==> src/hw/rtl/rwl_pkg.sv <==
`timescale 1ns / 1ps
// Shared types, codes and sizes for the reader-writer lock manager.
// No dependencies; every other file refers to it by scoped names.
package rwl_pkg;

  localparam int CLIENT_COUNT_DEFAULT = 32;
  localparam int QUEUE_STORE          = 32;
  localparam int ID_W                 = 5;
  localparam int PTR_W                = 5;
  localparam int CNT_W                = 6;
  localparam int LIMIT_W              = 6;
  localparam int HOLD_W               = 7;

  localparam logic signed [HOLD_W-1:0] HOLD_FREE   = 7'sd0;
  localparam logic signed [HOLD_W-1:0] HOLD_WRITER = -7'sd1;
  localparam logic signed [HOLD_W-1:0] HOLD_ONE    = 7'sd1;
  localparam logic signed [HOLD_W-1:0] MAX_READERS = 7'sd63;

  localparam logic [2:0] OP_LOCK            = 3'd0;
  localparam logic [2:0] OP_TRY_LOCK        = 3'd1;
  localparam logic [2:0] OP_UNLOCK          = 3'd2;
  localparam logic [2:0] OP_LOCK_SHARED     = 3'd3;
  localparam logic [2:0] OP_TRY_LOCK_SHARED = 3'd4;
  localparam logic [2:0] OP_UNLOCK_SHARED   = 3'd5;

  localparam logic [2:0] STATUS_GRANTED  = 3'd0;
  localparam logic [2:0] STATUS_QUEUED   = 3'd1;
  localparam logic [2:0] STATUS_REFUSED  = 3'd2;
  localparam logic [2:0] STATUS_RELEASED = 3'd3;
  localparam logic [2:0] STATUS_NOT_HELD = 3'd4;
  localparam logic [2:0] STATUS_FULL     = 3'd5;

  localparam logic KIND_RESP = 1'b0;
  localparam logic KIND_WAKE = 1'b1;

  typedef struct packed {
    logic [2:0]      op;
    logic [ID_W-1:0] client;
  } in_item_t;

  typedef struct packed {
    logic            kind;
    logic [ID_W-1:0] target;
    logic [2:0]      status;
    logic            last;
  } out_item_t;

  typedef enum logic [1:0] {
    WAKE_NONE,
    WAKE_WRITER,
    WAKE_READERS
  } wake_t;

  typedef enum logic [1:0] {
    S_IDLE,
    S_WAKE_WRITER,
    S_WAKE_READERS
  } state_t;

  typedef struct packed {
    logic accept;
    logic emit_writer;
    logic emit_reader;
  } ctrl_cmd_t;

  typedef struct packed {
    logic  slot_free;
    wake_t wake;
    logic  reader_last;
  } dp_status_t;

endpackage

==> src/hw/rtl/rwl_fifo.sv <==
`timescale 1ns / 1ps
// Circular queue of waiting client ids with head, tail and fill count.
// Depends on rwl_pkg for sizes.
module rwl_fifo (
  input  logic                      clk,
  input  logic                      rst,
  input  logic                      push,
  input  logic [rwl_pkg::ID_W-1:0]  push_id,
  input  logic                      pop,
  output logic [rwl_pkg::ID_W-1:0]  head_id,
  output logic [rwl_pkg::CNT_W-1:0] count
);

  logic [rwl_pkg::ID_W-1:0]  slots [rwl_pkg::QUEUE_STORE];
  logic [rwl_pkg::PTR_W-1:0] head;
  logic [rwl_pkg::PTR_W-1:0] tail;

  assign head_id = slots[head];

  always_ff @(posedge clk) begin
    if (push) begin
      slots[tail] <= push_id;
    end
  end

  always_ff @(posedge clk) begin
    if (rst) begin
      head  <= '0;
      tail  <= '0;
      count <= '0;
    end else begin
      if (push) begin
        tail <= tail + 1'b1;
      end
      if (pop) begin
        head <= head + 1'b1;
      end
      if (push && !pop) begin
        count <= count + 1'b1;
      end else if (pop && !push) begin
        count <= count - 1'b1;
      end
    end
  end

endmodule

==> src/hw/rtl/rwl_dp.sv <==
`timescale 1ns / 1ps
// Datapath: holder count, writer and reader queues, grant decision and
// the output register. Depends on rwl_pkg and rwl_fifo.
module rwl_dp #(
  parameter int CLIENT_COUNT = rwl_pkg::CLIENT_COUNT_DEFAULT
) (
  input  logic                 clk,
  input  logic                 rst,
  input  rwl_pkg::in_item_t    in_data,
  input  logic                 out_ready,
  output logic                 out_valid,
  output rwl_pkg::out_item_t   out_data,
  input  rwl_pkg::ctrl_cmd_t   cmd,
  output rwl_pkg::dp_status_t  status
);

  localparam int QUEUE_CAP = (CLIENT_COUNT < rwl_pkg::QUEUE_STORE) ?
                             CLIENT_COUNT : rwl_pkg::QUEUE_STORE;
  localparam logic [rwl_pkg::CNT_W-1:0]   CAP = rwl_pkg::CNT_W'(QUEUE_CAP);
  localparam logic [rwl_pkg::LIMIT_W-1:0] CLIENT_LIMIT =
    rwl_pkg::LIMIT_W'(CLIENT_COUNT);

  logic signed [rwl_pkg::HOLD_W-1:0] holders;
  logic signed [rwl_pkg::HOLD_W-1:0] holders_next;
  logic [rwl_pkg::ID_W-1:0]          wake_id;

  logic [rwl_pkg::ID_W-1:0]  w_head;
  logic [rwl_pkg::ID_W-1:0]  r_head;
  logic [rwl_pkg::CNT_W-1:0] w_count;
  logic [rwl_pkg::CNT_W-1:0] r_count;

  logic                  push_w;
  logic                  push_r;
  logic                  pop_w;
  logic [2:0]            resp_status;
  rwl_pkg::wake_t        wake;

  logic client_bad;
  logic w_empty;
  logic reader_ok;
  logic held_w;
  logic no_readers;

  rwl_fifo u_writers (
    .clk     (clk),
    .rst     (rst),
    .push    (cmd.accept && push_w),
    .push_id (in_data.client),
    .pop     (cmd.accept && pop_w),
    .head_id (w_head),
    .count   (w_count)
  );

  rwl_fifo u_readers (
    .clk     (clk),
    .rst     (rst),
    .push    (cmd.accept && push_r),
    .push_id (in_data.client),
    .pop     (cmd.emit_reader),
    .head_id (r_head),
    .count   (r_count)
  );

  assign client_bad = {1'b0, in_data.client} >= CLIENT_LIMIT;
  assign w_empty    = (w_count == '0);
  assign held_w     = (holders == rwl_pkg::HOLD_WRITER);
  assign no_readers = (holders <= rwl_pkg::HOLD_FREE);
  assign reader_ok  = (holders >= rwl_pkg::HOLD_FREE) && w_empty;

  // Grant decision for the request on the input
  always_comb begin
    holders_next = holders;
    push_w       = 1'b0;
    push_r       = 1'b0;
    pop_w        = 1'b0;
    wake         = rwl_pkg::WAKE_NONE;
    resp_status  = rwl_pkg::STATUS_REFUSED;
    if (!client_bad) begin
      unique case (in_data.op)
        rwl_pkg::OP_LOCK, rwl_pkg::OP_TRY_LOCK: begin
          if (holders == rwl_pkg::HOLD_FREE) begin
            holders_next = rwl_pkg::HOLD_WRITER;
            resp_status  = rwl_pkg::STATUS_GRANTED;
          end else if (in_data.op == rwl_pkg::OP_LOCK) begin
            if (w_count >= CAP) begin
              resp_status = rwl_pkg::STATUS_FULL;
            end else begin
              push_w      = 1'b1;
              resp_status = rwl_pkg::STATUS_QUEUED;
            end
          end
        end
        rwl_pkg::OP_UNLOCK: begin
          if (!held_w) begin
            resp_status = rwl_pkg::STATUS_NOT_HELD;
          end else begin
            holders_next = rwl_pkg::HOLD_FREE;
            resp_status  = rwl_pkg::STATUS_RELEASED;
            if (!w_empty) begin
              pop_w = 1'b1;
              wake  = rwl_pkg::WAKE_WRITER;
            end else if (r_count != '0) begin
              wake = rwl_pkg::WAKE_READERS;
            end
          end
        end
        rwl_pkg::OP_LOCK_SHARED, rwl_pkg::OP_TRY_LOCK_SHARED: begin
          if (reader_ok && holders < rwl_pkg::MAX_READERS) begin
            holders_next = holders + rwl_pkg::HOLD_ONE;
            resp_status  = rwl_pkg::STATUS_GRANTED;
          end else if (in_data.op == rwl_pkg::OP_LOCK_SHARED && !reader_ok) begin
            if (r_count >= CAP) begin
              resp_status = rwl_pkg::STATUS_FULL;
            end else begin
              push_r      = 1'b1;
              resp_status = rwl_pkg::STATUS_QUEUED;
            end
          end
        end
        rwl_pkg::OP_UNLOCK_SHARED: begin
          if (no_readers) begin
            resp_status = rwl_pkg::STATUS_NOT_HELD;
          end else begin
            holders_next = holders - rwl_pkg::HOLD_ONE;
            resp_status  = rwl_pkg::STATUS_RELEASED;
            if (holders == rwl_pkg::HOLD_ONE && !w_empty) begin
              pop_w = 1'b1;
              wake  = rwl_pkg::WAKE_WRITER;
            end
          end
        end
        default: begin
          resp_status = rwl_pkg::STATUS_REFUSED;
        end
      endcase
    end
  end

  assign status.slot_free   = !out_valid || out_ready;
  assign status.wake        = wake;
  assign status.reader_last = (r_count == rwl_pkg::CNT_W'(1));

  always_ff @(posedge clk) begin
    if (rst) begin
      holders <= rwl_pkg::HOLD_FREE;
    end else if (cmd.accept) begin
      holders <= holders_next;
    end
  end

  // Hold the popped writer until its wake notice goes out
  always_ff @(posedge clk) begin
    if (cmd.accept) begin
      wake_id <= w_head;
    end
  end

  always_ff @(posedge clk) begin
    if (rst) begin
      out_valid <= 1'b0;
    end else if (cmd.accept || cmd.emit_writer || cmd.emit_reader) begin
      out_valid <= 1'b1;
    end else if (out_ready) begin
      out_valid <= 1'b0;
    end
  end

  always_ff @(posedge clk) begin
    priority if (cmd.accept) begin
      out_data.kind   <= rwl_pkg::KIND_RESP;
      out_data.target <= in_data.client;
      out_data.status <= resp_status;
      out_data.last   <= (wake == rwl_pkg::WAKE_NONE);
    end else if (cmd.emit_writer) begin
      out_data.kind   <= rwl_pkg::KIND_WAKE;
      out_data.target <= wake_id;
      out_data.status <= rwl_pkg::STATUS_RELEASED;
      out_data.last   <= 1'b1;
    end else if (cmd.emit_reader) begin
      out_data.kind   <= rwl_pkg::KIND_WAKE;
      out_data.target <= r_head;
      out_data.status <= rwl_pkg::STATUS_RELEASED;
      out_data.last   <= status.reader_last;
    end
  end

endmodule

==> src/hw/rtl/rwl_ctrl.sv <==
`timescale 1ns / 1ps
// Controller: accepts requests and sequences wake notices into the
// datapath's output register. Depends on rwl_pkg.
module rwl_ctrl (
  input  logic                 clk,
  input  logic                 rst,
  input  logic                 in_valid,
  output logic                 in_ready,
  input  rwl_pkg::dp_status_t  status,
  output rwl_pkg::ctrl_cmd_t   cmd
);

  rwl_pkg::state_t state;
  rwl_pkg::state_t state_next;

  always_ff @(posedge clk) begin
    if (rst) begin
      state <= rwl_pkg::S_IDLE;
    end else begin
      state <= state_next;
    end
  end

  always_comb begin
    state_next = state;
    unique case (state)
      rwl_pkg::S_IDLE: begin
        if (in_valid && status.slot_free) begin
          unique case (status.wake)
            rwl_pkg::WAKE_WRITER:  state_next = rwl_pkg::S_WAKE_WRITER;
            rwl_pkg::WAKE_READERS: state_next = rwl_pkg::S_WAKE_READERS;
            default:               state_next = rwl_pkg::S_IDLE;
          endcase
        end
      end
      rwl_pkg::S_WAKE_WRITER: begin
        if (status.slot_free) begin
          state_next = rwl_pkg::S_IDLE;
        end
      end
      rwl_pkg::S_WAKE_READERS: begin
        if (status.slot_free && status.reader_last) begin
          state_next = rwl_pkg::S_IDLE;
        end
      end
      default: state_next = rwl_pkg::S_IDLE;
    endcase
  end

  always_comb begin
    in_ready        = 1'b0;
    cmd.accept      = 1'b0;
    cmd.emit_writer = 1'b0;
    cmd.emit_reader = 1'b0;
    unique case (state)
      rwl_pkg::S_IDLE: begin
        in_ready   = status.slot_free;
        cmd.accept = in_valid && status.slot_free;
      end
      rwl_pkg::S_WAKE_WRITER:  cmd.emit_writer = status.slot_free;
      rwl_pkg::S_WAKE_READERS: cmd.emit_reader = status.slot_free;
      default: begin
        in_ready = 1'b0;
      end
    endcase
  end

endmodule

==> src/hw/rtl/reader_writer_lock_manager.sv <==
`timescale 1ns / 1ps
// Reader-writer lock manager with writer preference, top level.
// Depends on rwl_pkg, rwl_ctrl, rwl_dp (and rwl_fifo below it).
//
//   channel   direction   handshake               payload
//   in        input       in_valid / in_ready     in_data  (op, client)
//   out       output      out_valid / out_ready   out_data (kind, target, status, last)
//
// The response and every wake notice pass through the single output register;
// no new request is taken until the wake notices of the last one have gone
// out (an unlock wakes the writer at the queue head, or else every queued reader).
// Reset is synchronous; it empties both queues and frees the lock.
// A stalled output holds the register and stops acceptance until it drains.
module reader_writer_lock_manager #(
  parameter int CLIENT_COUNT = rwl_pkg::CLIENT_COUNT_DEFAULT
) (
  input  logic               clk,
  input  logic               rst,
  input  logic               in_valid,
  output logic               in_ready,
  input  rwl_pkg::in_item_t  in_data,
  output logic               out_valid,
  input  logic               out_ready,
  output rwl_pkg::out_item_t out_data
);

  rwl_pkg::ctrl_cmd_t  cmd;
  rwl_pkg::dp_status_t status;

  rwl_ctrl u_ctrl (
    .clk      (clk),
    .rst      (rst),
    .in_valid (in_valid),
    .in_ready (in_ready),
    .status   (status),
    .cmd      (cmd)
  );

  rwl_dp #(
    .CLIENT_COUNT (CLIENT_COUNT)
  ) u_dp (
    .clk       (clk),
    .rst       (rst),
    .in_data   (in_data),
    .out_ready (out_ready),
    .out_valid (out_valid),
    .out_data  (out_data),
    .cmd       (cmd),
    .status    (status)
  );

endmodule

==> config.mk <==
export PLATFORM = sky130hd
export DESIGN_NAME = reader_writer_lock_manager
export DESIGN_NICKNAME = d
export VERILOG_FILES = /design/src/hw/rtl/rwl_pkg.sv /design/src/hw/rtl/rwl_fifo.sv /design/src/hw/rtl/rwl_dp.sv /design/src/hw/rtl/rwl_ctrl.sv /design/src/hw/rtl/reader_writer_lock_manager.sv
export SDC_FILE = /design/constraint.sdc
export NUM_CORES = 1
export LEC_CHECK = 0
export BUFFER_PORTS_ARGS = -buffer_cell sky130_fd_sc_hd__buf_2
export CORE_ASPECT_RATIO = 0.7
export CORE_MARGIN = 2
export CORE_UTILIZATION = 45
export DETAILED_ROUTE_END_ITERATION = 8
export GPL_TIMING_DRIVEN = 0
export PLACE_DENSITY = 0.67
export SLEW_MARGIN = 40
export SYNTH_ARGS = -nofsm -noshare
export SYNTH_HDL_FRONTEND = slang
export SYNTH_HIERARCHICAL = 1
export SYNTH_SLANG_ARGS = --single-unit
==> constraint.sdc <==
create_clock -name clk -period 4.16 [get_ports clk]
set_input_delay 0.208 -clock clk [delete_from_list [all_inputs] [get_ports clk]]
set_output_delay 0.208 -clock clk [all_outputs]
set_load 0.1 [all_outputs]
Word-level counts from Yosys, hierarchy flattened
Memory sizes are Yosys's and may differ from the RTL's. A register that Yosys moved wholly into a read port is not among the register bits. Cells that the tools add are included.

Register bits after elaboration: 52. Bits in writable memories: 320. Bits of input ports: 12. Output and inout bits: 12. Memories: 2.

Add/sub/neg operators: 10. Order comparisons: 5. Equality and inequality tests: 19. Muxes and demuxes: 57. Reduce and logical (&&, ||, !) cells: 39.

Memories: u_dp.u_readers.slots (depth 32, width 5, read ports 1, clocked after memory_dff 1, write ports 1, line rwl_fifo.sv:14) `logic [rwl_pkg::ID_W-1:0] slots [rwl_pkg::QUEUE_STORE];`; u_dp.u_writers.slots (depth 32, width 5, read ports 1, clocked after memory_dff 1, write ports 1, line rwl_fifo.sv:14).

Operators with widths (number): $mux 7 (4); $pmux 7 s4 (1); $mux 3 (8); $mux 6 (4); $mux 1 (23); $add 5x1->5 const B (4); $mux 10 (2); $mux 2 (7); $logic_and 1x1->1 (13); $add 6x1->6 const B (2); $ge 6x6->1 const B (2); $ne 2x1->1 const B (6); $pmux 3 s4 (1); $sub 6x1->6 const B (2); $mux 5 (2); $mux 9 (1); $pmux 2 s2 (2); $reduce_bool 2->1 (4); $add 7x2->7 const B (1); $eq 7x1->1 const B (1); $eq 7x2->1 const B (1); $ge 7x1->1 const B (1); $le 7x1->1 const B (1); $logic_not 1->1 (7); other kinds (22) (30).

Logic depth before layout (Yosys ltp)
Word-level depth: 12. Mapped depth: 15. Gate-level depth less buffers: 14.

Modules after synthesis
Netlist, hierarchy kept.

Modules (own cells, without submodules): rwl_fifo at u_dp.u_writers (instances 1, cells an instance 457, area each 7398.3 µm², seq. area each 5225.0 µm²); rwl_fifo at u_dp.u_readers (instances 1, cells an instance 448, area each 7357.1 µm², seq. area each 5225.0 µm²); rwl_dp (instances 1, cells an instance 173, area each 1570.3 µm², seq. area each 600.6 µm²); rwl_ctrl (instances 1, cells an instance 14, area each 133.9 µm², seq. area each 40.0 µm²).

Worst setup path after synthesis
No wires, ideal clock.

Path type: reg2reg. Start: register u_dp.out_valid. End: register u_dp/u_writers/count[5] (netlist name). Library setup time: 0.125 ns. Data arrival time: 3.673 ns. Required time: 4.035 ns. Path slack: 0.362 ns. Cell stages (with the launch flop): 16. Path buffers: 3. Cell sequence: dfxtp_1 nand2b_1 nand3b_1 nor2_1 clkbuf_1 clkbuf_1 and2_1 clkbuf_1 inv_1 ha_1 inv_1 ha_1 a21o_1 o21a_1 o221ai_1 nand3_1.

RTL lines: from (decl) (line rwl_dp.sv:11) `output logic out_valid,`; from (signal assigned) (line rwl_dp.sv:160) `out_valid <= 1'b0;`; from (signal assigned) (line rwl_dp.sv:162) `out_valid <= 1'b1;`; from (signal assigned) (line rwl_dp.sv:164) `out_valid <= 1'b0;`; to (signal assigned) (line rwl_fifo.sv:39) `count <= count + 1'b1;`; to (signal assigned) (line rwl_fifo.sv:41) `count <= count - 1'b1;`; to (decl) (line rwl_fifo.sv:11) `output logic [rwl_pkg::CNT_W-1:0] count`.

Worst setup path after layout
Start: register u_dp/holders[1] (netlist name). End: register u_dp/u_writers/count[5] (netlist name).

Longest elaborated chain between the ends: 9. Elaborated cells between the ends (all ways): 19.

RTL lines: from (decl) (line rwl_dp.sv:23) `logic signed [rwl_pkg::HOLD_W-1:0] holders;`; from (signal assigned) (line rwl_dp.sv:145) `holders <= rwl_pkg::HOLD_FREE;`; from (signal assigned) (line rwl_dp.sv:147) `holders <= holders_next;`; parallel branches: the longest is 9 deep, another holds $le 7x1->1.

Several ways; the timed one is not identified. A chain may end at the register's enable or synchronous reset.

==> impl_metrics.json <==
{
  "status": "finished, final reports clean",
  "synth.net_count": 1130,
  "worst_r2r_endpoint": "u_dp/u_writers/count[5]",
  "portBuffers": 22,
  "route.detailed.drc": 0,
  "p_int_mw": 6.15,
  "nets": 1190,
  "cts_tree": "built",
  "clock_sinks": 387,
  "worstReg2RegStart": "u_dp/holders[1]",
  "num_vias": 9644,
  "n_antenna_cell": 0,
  "peakVddDrop_uv": 280,
  "grt_overflow": 0,
  "finalClockSkew_ps": 18.9,
  "yosys_warnings": 6,
  "startpoint_type": "flop",
  "yosysUniqueCellTypes": 74,
  "h-tree-depth": 2,
  "syn-instance-count": 1092,
  "leakagePower_nw": 5.81,
  "dr.pass1.iters": 5,
  "synth_ff_type": "edfxtp_1",
  "fill_cells": 3030,
  "grt_max_degree": 66,
  "rr_worst_depth": 14,
  "hpwl_um": 23500,
  "period_minus_slack_ps": 3890,
  "critical_path_class": "reg2reg",
  "r2r_setup_slack_ps": 270,
  "yosysSeqAreaShare": 0.674,
  "post_dp_cell_area_um2": 17200,
  "critPathRequiredTime_ps": 4630,
  "cts_buffers": 37,
  "synth_common_cells": "edfxtp_1, nor2_1, mux2i_1, nand2_1, dfxtp_1",
  "start_util": 0.457,
  "rows": 58,
  "synth-edff-count": 334,
  "fp.dieW_um": 233,
  "layout-drive-gt1-share": 0.120,
  "die_h_um": 164,
  "slew_violations": 0,
  "synthArstFlopShare": 0,
  "placed_cells": 1594,
  "hold_end": "u_ctrl/state[1]",
  "routed_wl_um": 35700,
  "clk_pin_slew_ps": 60,
  "slew_headroom": 0.474,
  "hold_path.startpoint": "in_valid",
  "synth_top_area_frac": 0.609,
  "power.net_switching_mw": 1.66,
  "cp.arrival_ps": 4350,
  "clock_latency_ps": 540,
  "min_path_type": "in2reg",
  "core_um2": 36000,
  "post_cts_buffers": 0,
  "setup_viol": 0,
  "area_delta_synth_final_pct": 11.3,
  "syn-cell-area_um2": 16500,
  "final_util": 0.509,
  "drt_iter0_markers": 1450,
  "synthTopCellsByArea": "edfxtp_1, dfxtp_1, mux2i_1",
  "synth_seq_cells": 387,
  "path_max_fanout": 7,
  "gp_congestion": 0.873,
  "avgSynthCellArea_um2": 15.1,
  "num_io_pins": 24,
  "pwr-share-seq": 0.545,
  "grt_use_total": 0.189,
  "grt_pass1_vias": 9106,
  "powerDensity_nw_per_um2": 426,
  "holdPathStages": 3,
  "rsz0062_at_grt": "no",
  "cts-root-buf": "clkbuf_16",
  "p_sw_frac": 0.213,
  "period_share": 0.934,
  "die_area_um2": 38100,
  "combPwrFrac": 0.046,
  "clk_path_buf_depth": 3,
  "clkPwrFrac": 0.410,
  "finalHoldViolations": 0,
  "grt_first_pass_wirelength_um": 54300,
  "maxCapViolCount": 0,
  "antenna_found_initial": 0,
  "via_per_inst": 5.82,
  "cp-end-kind": "flop",
  "final_cells": 1658,
  "clock.fmax_mhz": 257,
  "synth_top_area_cell": "edfxtp_1",
  "detail_route.wl_per_cell_um": 21.5,
  "ant_nets": 0,
  "final_area_um2": 18300,
  "tightest_slew_ps": 789,
  "synth.most_common_cell": "edfxtp_1"
}
[cells by family (layout without fill, tap and decap cells)]
| kind of cell | count (synthesis) | in the layout | synth area share |
|---|---|---|---|
| AOI/OAI and AO/OA | 148 | 148 | 0.0666 |
| xor gates and xnor gates | 19 | 19 | 0.0101 |
| adders and majority gates | 26 | 26 | 0.0207 |
| buffers and inverters | 74 | 160 | 0.0228 |
| DFF | 387 | 387 | 0.674 |
| muxes | 131 | 131 | 0.114 |
| and+or+nand+nor | 307 | 307 | 0.0922 |
[registers in the layout, summed over array words and instances, names as in the netlist, named ones only]
register and count:
u_dp/u_writers/head 5, u_ctrl/state 2, u_dp/u_readers/count 6, u_dp/holders 7, u_dp/u_readers/slots 160, u_dp/u_writers/slots 160, u_dp/wake_id 5, u_dp/u_writers/count 6
u_dp/out_valid 1, u_dp/out_data 10, u_dp/u_readers/tail 5, u_dp/u_readers/head 5, u_dp/u_writers/tail 5
[worst max path at each step]
stage	to	start
3_5_place_dp	u_dp/u_readers/count[5]	out_ready
2_1_floorplan	u_dp/u_writers/count[5]	u_dp/out_valid
4_1_cts	u_dp/u_writers/count[5]	u_dp/out_valid
6_report	u_dp/u_writers/count[5]	u_dp/holders[1]
5_1_grt	u_dp/u_writers/count[5]	u_dp/holders[1]
3_3_place_gp	u_dp/u_readers/count[5]	out_ready
[cells in the final DEF (no fill, tap or decap), types with 7 or more instances in the layout]
master / synthesis / final
edfxtp_1: 334 / 334
nor2_1: 113 / 112
mux2i_1: 90 / 90
nand2_1: 60 / 60
dfxtp_1: 53 / 53
nand3_1: 40 / 40
clkbuf_16: 0 / 39
clkbuf_1: 28 / 38
a21oi_1: 33 / 33
buf_2: 13 / 30
ha_1: 24 / 24
mux4_2: 24 / 24
a22oi_1: 21 / 21
inv_1: 19 / 19
mux4_1: 16 / 16
xor2_1: 15 / 15
o21ai_0: 13 / 13
a221oi_1: 11 / 11
nand3b_1: 10 / 10
nor3b_1: 11 / 10
nor3_1: 10 / 10
a22o_1: 10 / 10
nand4_1: 9 / 9
o21a_1: 9 / 9
nor2b_1: 8 / 8
nand2b_1: 7 / 7
[through the flow]
stage | power (mW) | hold slack [ps] | worst slack [ps] | setup TNS (ps)
4_1_cts | 7.88 | 86.3 | 10.1 | 0
6_report | 7.81 | 109 | 275 | 0
3_3_place_gp | 4.69 | 474 | -283 | -771
3_5_place_dp | 4.70 | 476 | -359 | -1390
5_1_grt | 8.07 | 125 | 17.6 | 0
2_1_floorplan | 4.57 | 307 | 362 | 0
[layer usage]
| metal | part of all wire | up-vias | track usage |
|---|---|---|---|
| met5 | 0 | - | 0 |
| met2 | 0.41 | 343 | 0.262 |
| li1 | - | 4370 | - |
| met1 | 0.50 | 4885 | 0.303 |
| met4 | 0.014 | 0 | 0.0423 |
| met3 | 0.077 | 46 | 0.0389 |
[what timing repair did]
action / CTS / global route
hold buffers: 0 / 0
gates resized for setup: 3 / 2
endpoints found under the setup margin: 10 / 5
pin swaps: 0 / 0
[critical path, cell delays in order, from the launching register on]
cell	delay (ps)
dfxtp_1	460
inv_1	140
ha_1	260
or3b_4	270
nor2_1	70
a21oi_1	260
nand2_1	140
nor3b_1	500
ha_1	340
inv_1	180
ha_1	320
and3_1	190
a2111oi_0	450
o22ai_1	170
nand3_1	90
[layout make-up]
cell class | count | area [um2] | share of cell area
well taps | 480 | 601 | 0.0328
multi-input cells | 631 | 5010 | 0.273
inverters | 20 | 75.1 | 0.00410
flip-flops and latches | 387 | 11100 | 0.605
clock inverters | 12 | 86.3 | 0.00471
plain buffers | 53 | 298 | 0.0162
clock buffers | 53 | 1050 | 0.0572
repair buffers | 22 | 123 | 0.00669
[power by group through the flow]
stage	Sequential (mW)	Combinational [mW]	Clock, mW
after global placement	4.34	0.347	0
after detailed placement	4.34	0.357	0
after floorplan	4.38	0.182	0
after global routing	4.26	0.392	3.42
after CTS	4.26	0.358	3.26
final	4.26	0.358	3.20
No activity file was read; power rests on OpenSTA's default activity.
